[src/sv/ffla_pkg.sv]
// Shared types for the frame free-list allocator.
// Request kinds and result status codes; no dependencies.
package ffla_pkg;

    typedef enum logic {
        CMD_ALLOCATE = 1'b0,
        CMD_RELEASE  = 1'b1
    } t_cmd;

    typedef enum logic [1:0] {
        ST_GRANTED  = 2'd0,
        ST_EMPTY    = 2'd1,
        ST_RELEASED = 2'd2
    } t_status;

endpackage

[src/sv/ffla_link_ram.sv]
// Link/owner table of the frame allocator: one write port, one read port,
// registered read data, read-first on address collision. No dependencies.
module ffla_link_ram #(
    parameter int DEPTH = 256,
    parameter int AW    = 8,
    parameter int DW    = 9
) (
    input  logic          i_clk,
    input  logic          i_we,
    input  logic [AW-1:0] i_waddr,
    input  logic [DW-1:0] i_wdata,
    input  logic [AW-1:0] i_raddr,
    output logic [DW-1:0] o_rdata
);

    logic [DW-1:0] r_mem [DEPTH];
    logic [DW-1:0] r_rdata;

    always_ff @(posedge i_clk) begin
        if (i_we) begin
            r_mem[i_waddr] <= i_wdata;
        end
        r_rdata <= r_mem[i_raddr];
    end

    assign o_rdata = r_rdata;

endmodule

[src/sv/frame_free_list_allocator_top.sv]
// Top level of the frame free-list allocator: request/result streams,
// head register and table control. Uses ffla_pkg and ffla_link_ram.
//
//  channel  | dir | tdata                                  | tuser
//  ---------+-----+----------------------------------------+------------------
//  s_axis   | in  | [7:0] owner, [15:8] frame_index        | [0] command
//  m_axis   | out | [7:0] granted_frame                    | [1:0] status
//
//  One request beat per cycle sustained while m_axis is not stalled; a
//  request is held in the input register, its result in the result register.
//  After reset a clearing pass writes entry i = i+1 through the table, one
//  entry per cycle, with s_axis_tready low until it ends.
//  A stalled result holds in the result register; the input register keeps
//  taking beats while the result register can drain in the same cycle.
module frame_free_list_allocator_top
    import ffla_pkg::*;
#(
    parameter int FRAMES = 256
) (
    input  logic        i_clk,
    input  logic        i_rst_n,
    input  logic        s_axis_tvalid,
    output logic        s_axis_tready,
    input  logic [15:0] s_axis_tdata,   // [7:0] owner, [15:8] frame_index
    input  logic        s_axis_tuser,   // [0] command
    output logic        m_axis_tvalid,
    input  logic        m_axis_tready,
    output logic [7:0]  m_axis_tdata,   // [7:0] granted_frame
    output logic [1:0]  m_axis_tuser    // [1:0] status
);

    // Table index width, link width (must hold the FRAMES end mark) and
    // entry width (must also hold a full 8-bit owner id).
    localparam int AW = (FRAMES > 1) ? $clog2(FRAMES) : 1;
    localparam int LW = $clog2(FRAMES + 1);
    localparam int DW = (LW > 8) ? LW : 8;

    // input register
    logic          r_in_valid;
    t_cmd          r_in_cmd;
    logic [7:0]    r_in_owner;
    logic [7:0]    r_in_frame;

    // result register
    logic          r_out_valid;
    t_status       r_out_status;
    logic [7:0]    r_out_frame;
    t_status       n_out_status;
    logic [7:0]    n_out_frame;

    // free list head and table control
    logic [DW-1:0] r_head;
    logic [DW-1:0] n_head;
    logic          r_clr_busy;
    logic [AW-1:0] r_clr_cnt;
    logic          r_fwd_hit;
    logic [DW-1:0] r_fwd_data;

    logic          w_we;
    logic [AW-1:0] w_waddr;
    logic [DW-1:0] w_wdata;
    logic [AW-1:0] w_raddr;
    logic [DW-1:0] w_rdata;
    logic [DW-1:0] w_link;

    logic          w_out_free;
    logic          w_proc;
    logic          w_head_ok;
    logic          w_rel_ok;
    logic          w_s_beat;

    assign w_out_free    = !r_out_valid || m_axis_tready;
    assign w_proc        = r_in_valid && w_out_free && !r_clr_busy;
    assign s_axis_tready = !r_clr_busy && (!r_in_valid || w_out_free);
    assign w_s_beat      = s_axis_tvalid && s_axis_tready;

    assign w_head_ok = (r_head < DW'(FRAMES));
    assign w_rel_ok  = (DW'(r_in_frame) < DW'(FRAMES));

    // Link of the current head: the table read issued last cycle at the then
    // next head, patched with last cycle's write when it hit the same entry.
    assign w_link = r_fwd_hit ? r_fwd_data : w_rdata;

    // Table write, head update and result for the item in the input register.
    always_comb begin
        n_head       = r_head;
        w_we         = 1'b0;
        w_waddr      = r_clr_cnt;
        w_wdata      = DW'(r_clr_cnt) + DW'(1);
        n_out_status = ST_RELEASED;
        n_out_frame  = 8'd0;
        if (r_clr_busy) begin
            w_we = 1'b1;
        end else if (w_proc) begin
            case (r_in_cmd)
                CMD_ALLOCATE: begin
                    if (w_head_ok) begin
                        // pop: entry takes the owner id, head follows the link
                        w_we         = 1'b1;
                        w_waddr      = AW'(r_head);
                        w_wdata      = DW'(r_in_owner);
                        n_head       = w_link;
                        n_out_status = ST_GRANTED;
                        n_out_frame  = r_head[7:0];
                    end else begin
                        n_out_status = ST_EMPTY;
                    end
                end
                CMD_RELEASE: begin
                    // push: no double-release check; out-of-range is a no-op
                    if (w_rel_ok) begin
                        w_we    = 1'b1;
                        w_waddr = AW'(r_in_frame);
                        w_wdata = r_head;
                        n_head  = DW'(r_in_frame);
                    end
                    n_out_status = ST_RELEASED;
                end
                default: begin
                    n_out_status = ST_RELEASED;
                end
            endcase
        end
    end

    // Always prefetch the link of next cycle's head. An out-of-range head
    // aliases some entry; its link is never used.
    assign w_raddr = AW'(n_head);

    ffla_link_ram #(
        .DEPTH (FRAMES),
        .AW    (AW),
        .DW    (DW)
    ) u_link_ram (
        .i_clk   (i_clk),
        .i_we    (w_we),
        .i_waddr (w_waddr),
        .i_wdata (w_wdata),
        .i_raddr (w_raddr),
        .o_rdata (w_rdata)
    );

    // control state
    always_ff @(posedge i_clk) begin
        if (!i_rst_n) begin
            r_in_valid  <= 1'b0;
            r_out_valid <= 1'b0;
            r_head      <= '0;
            r_clr_busy  <= 1'b1;
            r_clr_cnt   <= '0;
            r_fwd_hit   <= 1'b0;
        end else begin
            if (w_s_beat) begin
                r_in_valid <= 1'b1;
            end else if (w_proc) begin
                r_in_valid <= 1'b0;
            end

            if (w_proc) begin
                r_out_valid <= 1'b1;
            end else if (m_axis_tready) begin
                r_out_valid <= 1'b0;
            end

            if (r_clr_busy) begin
                r_clr_cnt <= r_clr_cnt + AW'(1);
                if (r_clr_cnt == AW'(FRAMES - 1)) begin
                    r_clr_busy <= 1'b0;
                end
            end

            r_head    <= n_head;
            r_fwd_hit <= w_we && (w_waddr == w_raddr);
        end
    end

    // payload
    always_ff @(posedge i_clk) begin
        r_fwd_data <= w_wdata;
        if (w_s_beat) begin
            r_in_cmd   <= t_cmd'(s_axis_tuser);
            r_in_owner <= s_axis_tdata[7:0];
            r_in_frame <= s_axis_tdata[15:8];
        end
        if (w_proc) begin
            r_out_status <= n_out_status;
            r_out_frame  <= n_out_frame;
        end
    end

    assign m_axis_tvalid = r_out_valid;
    assign m_axis_tdata  = r_out_frame;
    assign m_axis_tuser  = r_out_status;

    // No request is taken while the table is being cleared.
    a_no_beat_in_clear: assert property (
        @(posedge i_clk) disable iff (!i_rst_n)
        r_clr_busy |-> !s_axis_tready
    ) else $error("request beat accepted during clearing pass");

    // Results that are not grants carry a zero frame index.
    a_zero_frame: assert property (
        @(posedge i_clk) disable iff (!i_rst_n)
        (r_out_valid && (r_out_status != ST_GRANTED)) |-> (r_out_frame == 8'd0)
    ) else $error("non-grant result with nonzero frame");

    // A refused allocate leaves the head untouched.
    a_refuse_keeps_head: assert property (
        @(posedge i_clk) disable iff (!i_rst_n)
        (w_proc && (r_in_cmd == CMD_ALLOCATE) && !w_head_ok) |=> $stable(r_head)
    ) else $error("head moved on refused allocate");

    // A grant hands out the old head, and only when it was in range.
    a_grant_in_range: assert property (
        @(posedge i_clk) disable iff (!i_rst_n)
        (w_proc && (n_out_status == ST_GRANTED)) |-> w_head_ok
    ) else $error("grant from an empty pool");

    // Table is written only by the clearing pass or by an item in process.
    a_write_source: assert property (
        @(posedge i_clk) disable iff (!i_rst_n)
        w_we |-> (r_clr_busy || w_proc)
    ) else $error("stray table write");

endmodule

[config.mk]
export PLATFORM = sky130hd
export DESIGN_NAME = frame_free_list_allocator_top
export DESIGN_NICKNAME = d
export VERILOG_FILES = /design/src/sv/ffla_pkg.sv /design/src/sv/ffla_link_ram.sv /design/src/sv/frame_free_list_allocator_top.sv
export SDC_FILE = /design/constraint.sdc
export NUM_CORES = 2
export LEC_CHECK = 0
export CORE_ASPECT_RATIO = 1.2
export CORE_MARGIN = 5
export CORE_UTILIZATION = 57
export DETAILED_ROUTE_END_ITERATION = 8
export DONT_BUFFER_PORTS = 1
export GPL_ROUTABILITY_DRIVEN = 0
export GPL_TIMING_DRIVEN = 0
export MAX_ROUTING_LAYER = met4
export PLACE_DENSITY = 0.75
export SKIP_LAST_GASP = 1
export SYNTH_ARGS = -nofsm -noshare
export SYNTH_HDL_FRONTEND = slang
export SYNTH_HIERARCHICAL = 1
export SYNTH_SLANG_ARGS = --single-unit
[constraint.sdc]
create_clock -name i_clk -period 13.62 [get_ports i_clk]
set_input_delay 0.681 -clock i_clk [delete_from_list [all_inputs] [get_ports i_clk]]
set_output_delay 0.681 -clock i_clk [all_outputs]
set_load 0.02 [all_outputs]
==> results.txt <==
The pin count of the biggest net entering global routing is 76. The global routing usage summed across all routing layers is about a third. After technology mapping, the gate count stands at 4519. The total of buffers placed on input and output ports is 0.

The floorplan die area is 170000 µm². Along the worst hold path, the cell count comes to 2. The area share of the largest cell type after synthesis came out at about three quarters. The leakage power came out at between 30 and 40 nW. The total core area came out at ~160000 µm². The detailed-routing iteration count for the pre-antenna-repair pass is 9. The critical path runs through a total of 13 cells. The portion of synthesized area spent on multiplexers is 14.0%. The worst voltage drop across the vdd grid is approximately 0.13 mV. Headroom to the max-slew limit came out at -16.7%.

After Yosys synthesis, full adders, half adders and majority gates account for less than 1% of the synthesized area. The synthesized area is 92200 µm². The setup skew after layout came out at roughly 0.027 ns. In the routed layout, each cell is associated on average with a via count of between 7 and 8.

The row count is roughly 160. Yosys mapped a number of flops with a built-in enable equal to about 2.3k. The post-route netlist has 20.9% of its cells at a drive strength greater than 1. The share of the cycle needed by the critical path after routing is around half. The synthesized-area fraction occupied by and/or/nand/nor cells came out at under 10%. The final layout contains routed wiring with a total length of a little under 300000 µm. The overall die height is roughly 450 µm. In the final design database the tool counted between 4k and 5k nets. The buffer depth of the longest clock path is 3.

The routed wire length per instance came out at a little over 40 µm. The post-detailed-route DRC marker count came out at 49. The min-delay analysis places its worst path in the category in -> reg.

In this run the clock root is driven by a sky130_fd_sc_hd__clkbuf_16. The number of nets with antenna violations after routing came out at 0. The depth of the CTS H-tree is 4. The vias after detailed routing came out at between 50k and 60k.

After Yosys synthesis, XOR and XNOR cells account for 0.190% of the synthesized area. Sorting the synthesized cells by area gives the leading types as sky130_fd_sc_hd__edfxtp_1, sky130_fd_sc_hd__mux4_2, sky130_fd_sc_hd__mux2i_1. Measured along the x axis, the die boundary spans ~380 µm.

Walking the worst path, the cells encountered are or2b_4 -> buf_6 -> nand3_2 -> o2bb2ai_1 -> buf_2 -> buf_4 -> buf_2 -> buf_2 -> mux4_2 -> a221oi_1 -> o32ai_1 -> nor3_1 -> nor4_1. Summed over all instances, the cell type with the most area after synthesis is sky130_fd_sc_hd__edfxtp_1. For this design the ratio of total power to cell area is 137 nW/µm². The finished layout cell area came out at roughly 100000 µm².

The proportion of register bits with asynchronous set or reset after synthesis came out at 0%. Global routing finished with a remaining overflow of 0. The worst setup path is launched from a flip-flop.

For the worst-skew pair, the clock arrives at the later sink with an insertion delay of between 0.8 and 0.9 ns. The total nets after synthesis came out at ~4.5k. On the critical path, the stage with the largest delay is an instance of sky130_fd_sc_hd__a221oi_1. The worst setup path is captured at a flip-flop. Clock-pin slew was measured on the worst setup and hold paths at about 0.070 ns. The delay of the slowest critical-path stage came out at around 1.1 ns. By area, the combinational part of the netlist is dominated by multiplexers. The clock period minus worst slack came out at roughly 6.7 ns. From synthesis to final layout, the design area changed by 12.2%.

After synthesis, the mean cell area works out to roughly 20 µm². The number of setup violations in the final report came out at 0. Counting stages on the worst path, the most repeated cell is sky130_fd_sc_hd__buf_2. The post-synthesis cell type count is between 70 and 80. The number of clock buffers added by TritonCTS is between 200 and 250. The data required time of the critical path came out at 14.28 ns. The total setup buffers inserted after CTS is 0. The number of clock sinks came out at around 2.4k. After legalization and detailed placement, the total HPWL measured 198000 µm. The critical path in this run is classified as reg -> reg. The first-pass GRT wire length came out at ~400000 µm. The number of antenna violations at the first check in global routing came to 20. Counting both buffers and inverters, the worst setup path holds a total of 5. TritonCTS built the clock tree. The slew at the pin closest to its max-slew limit is between 1.5 and 2 ns.

The synthesized netlist devotes around 4.1% of its cell area to compound gates. The count of state elements after synthesis came out at 2370. After the first detailed-routing iteration, the DRC count stood at a little over 10k. The most used flip-flop cell after synthesis is sky130_fd_sc_hd__edfxtp_1. In this run the worst path has a maximum fanout of 10.

The max-slew violation count is 64. The area of placed instances came out at 96500 µm². The depth of the most critical reg-to-reg path came out at 13. The number of global-route vias before repair came out at approximately 50k. The count of synthesis-stage warnings from yosys came out at 6. Adding up every negative setup slack in the final design gives 0 ns.

The share of the Yosys chip area taken by registers is about three quarters. Derived from the worst setup path, the maximum achievable clock frequency is roughly 150 MHz. The max-capacitance violation count came out at 9.

The flow ran to the end, but the final reports show violations. The arrival time of data at the critical path endpoint is about 7.3 ns. The cell family contributing the most delay on the critical path is buffers and inverters. The final hold violation count is 0. Setup repair after global routing left no endpoint under its margin. The final reports fail on design-rule violations, max-capacitance violations, max-slew violations. The starting density of the core came out at a little under three fifths.

The number of top-level pins is 33.
==> path summary, 6_finish.rpt <==
path	slack, ns	from	endpoint
max	6.94	m_axis_tvalid$_SDFFE_PN0P_	u_link_ram/o_rdata[0]$_DFF_P_
min	0.09	i_rst_n	r_head[5]$_SDFF_PN0_
max reg2reg	6.94	m_axis_tvalid$_SDFFE_PN0P_	u_link_ram/o_rdata[0]$_DFF_P_
min reg2reg	0.56	r_in_valid$_SDFFE_PN0P_	r_in_valid$_SDFFE_PN0P_
==> worst reg2reg max path: stages (launching register included) <==
cell	delay [ns]
sky130_fd_sc_hd__dfxtp_1	0.51
sky130_fd_sc_hd__or2b_4	0.36
sky130_fd_sc_hd__buf_6	0.16
sky130_fd_sc_hd__nand3_2	0.15
sky130_fd_sc_hd__o2bb2ai_1	0.20
sky130_fd_sc_hd__buf_2	0.43
sky130_fd_sc_hd__buf_4	0.38
sky130_fd_sc_hd__buf_2	0.52
sky130_fd_sc_hd__buf_2	0.70
sky130_fd_sc_hd__mux4_2	0.42
sky130_fd_sc_hd__a221oi_1	1.12
sky130_fd_sc_hd__o32ai_1	0.48
sky130_fd_sc_hd__nor3_1	0.76
sky130_fd_sc_hd__nor4_1	0.29
==> metal layers <==
metal	up-vias	wire, µm	track usage (%)
met4	0	28300	25.5
met5	-	0	-
met3	1260	44000	11.9
li1	19500	-	-
met2	5211	130000	50.8
met1	26400	89200	42.0
==> state kept, by name, summed over array words and instances (netlist names) <==
name                cells
m_axis_tdata            8
r_clr_cnt               8
r_fwd_data              9
r_in_cmd                1
m_axis_tvalid           1
r_clr_busy              1
r_fwd_hit               1
r_head                  9
r_in_owner              8
m_axis_tuser            2
u_link_ram/r_mem     2304
r_in_valid              1
r_in_frame              8
u_link_ram/o_rdata      9
==> final cells by class <==
type                    instances  area [µm²]
inverters                      11        41.3
diodes                         22        55.1
well taps                    2119        2650
clock buffers                 266        5490
multi-input cells            1860       19800
fillers                     10200       57100
plain buffers                 278        1670
clock inverters               115        1250
flip-flops and latches       2370       70800
repair buffers                106        1700
==> synth_stat cells, types with 35 or more instances <==
library cell / instances
sky130_fd_sc_hd__a21oi_1: 116
sky130_fd_sc_hd__a22oi_1: 182
sky130_fd_sc_hd__buf_2: 61
sky130_fd_sc_hd__clkbuf_1: 126
sky130_fd_sc_hd__dfxtp_1: 39
sky130_fd_sc_hd__edfxtp_1: 2331
sky130_fd_sc_hd__mux2i_1: 183
sky130_fd_sc_hd__mux4_2: 467
sky130_fd_sc_hd__nand2_1: 54
sky130_fd_sc_hd__nand3_1: 36
sky130_fd_sc_hd__nor2_1: 330
sky130_fd_sc_hd__nor3_1: 35
sky130_fd_sc_hd__o21ai_0: 36
sky130_fd_sc_hd__o221ai_1: 35
sky130_fd_sc_hd__o22ai_1: 66
==> where the power goes <==
part	total [W]	internal, W	switching [W]
logic	0.000225	0.0000556	0.000170
clock network	0.00590	0.00330	0.00260
registers	0.00800	0.00799	0.00000517
==> placed cells by master, fill, tap and decap left out, types with 10 or more instances in the layout <==
cell and instances:
sky130_fd_sc_hd__a211oi_1 27, sky130_fd_sc_hd__a21oi_1 115, sky130_fd_sc_hd__a221oi_1 12, sky130_fd_sc_hd__a22oi_1 182, sky130_fd_sc_hd__a31oi_1 15, sky130_fd_sc_hd__and2_1 16
sky130_fd_sc_hd__buf_1 16, sky130_fd_sc_hd__buf_12 16, sky130_fd_sc_hd__buf_16 25, sky130_fd_sc_hd__buf_2 63, sky130_fd_sc_hd__buf_4 45, sky130_fd_sc_hd__buf_6 37
sky130_fd_sc_hd__buf_8 38, sky130_fd_sc_hd__bufinv_16 24, sky130_fd_sc_hd__clkbuf_1 171, sky130_fd_sc_hd__clkbuf_16 211, sky130_fd_sc_hd__clkbuf_2 10, sky130_fd_sc_hd__clkinv_1 42
sky130_fd_sc_hd__clkinv_2 31, sky130_fd_sc_hd__dfxtp_1 39, sky130_fd_sc_hd__diode_2 22, sky130_fd_sc_hd__dlygate4sd3_1 18, sky130_fd_sc_hd__edfxtp_1 2331, sky130_fd_sc_hd__mux2_2 25
sky130_fd_sc_hd__mux2i_1 183, sky130_fd_sc_hd__mux4_2 467, sky130_fd_sc_hd__nand2_1 54, sky130_fd_sc_hd__nand2b_1 15, sky130_fd_sc_hd__nand3_1 36, sky130_fd_sc_hd__nand4_1 13
sky130_fd_sc_hd__nor2_1 326, sky130_fd_sc_hd__nor2b_1 29, sky130_fd_sc_hd__nor3_1 34, sky130_fd_sc_hd__nor4_1 29, sky130_fd_sc_hd__o21ai_0 33, sky130_fd_sc_hd__o221ai_1 35
sky130_fd_sc_hd__o22ai_1 66, sky130_fd_sc_hd__xnor2_1 15
==> cell families (layout without fill, tap and decap cells) <==
group | after synthesis | after routing
xor gates and xnor gates | 20 | 20
DFF | 2370 | 2370
and+or+nand+nor | 607 | 607
adders and majority gates | 1 | 1
AOI/OAI and AO/OA | 548 | 548
buffers and inverters | 289 | 776
other | 0 | 22
muxes | 684 | 684
==> per-stage QoR <==
stage | hold WS, ns | cells | worst slack, ns | util, % | total power [W]
3_3_place_gp | 0.541 | 6638 | -4.86 | 59.1 | 0.00838
6_report | 0.0917 | 7147 | 6.94 | 64.4 | 0.0141
2_1_floorplan | 0.498 | 4519 | 3.78 | - | 0.00827
5_1_grt | 0.0699 | 7139 | 7.40 | 64.4 | 0.0145
4_1_cts | 0.0552 | 7124 | 7.59 | 64.4 | 0.0141
3_5_place_dp | 0.546 | 6725 | 7.49 | 60.1 | 0.00836
==> what timing repair did <==
item / in CTS / in global routing
resized for setup: 0 / 0
hold buffers: 18 / 0
endpoints found under the hold margin: 24 / 0
Power figures use the tool's default switching activity.
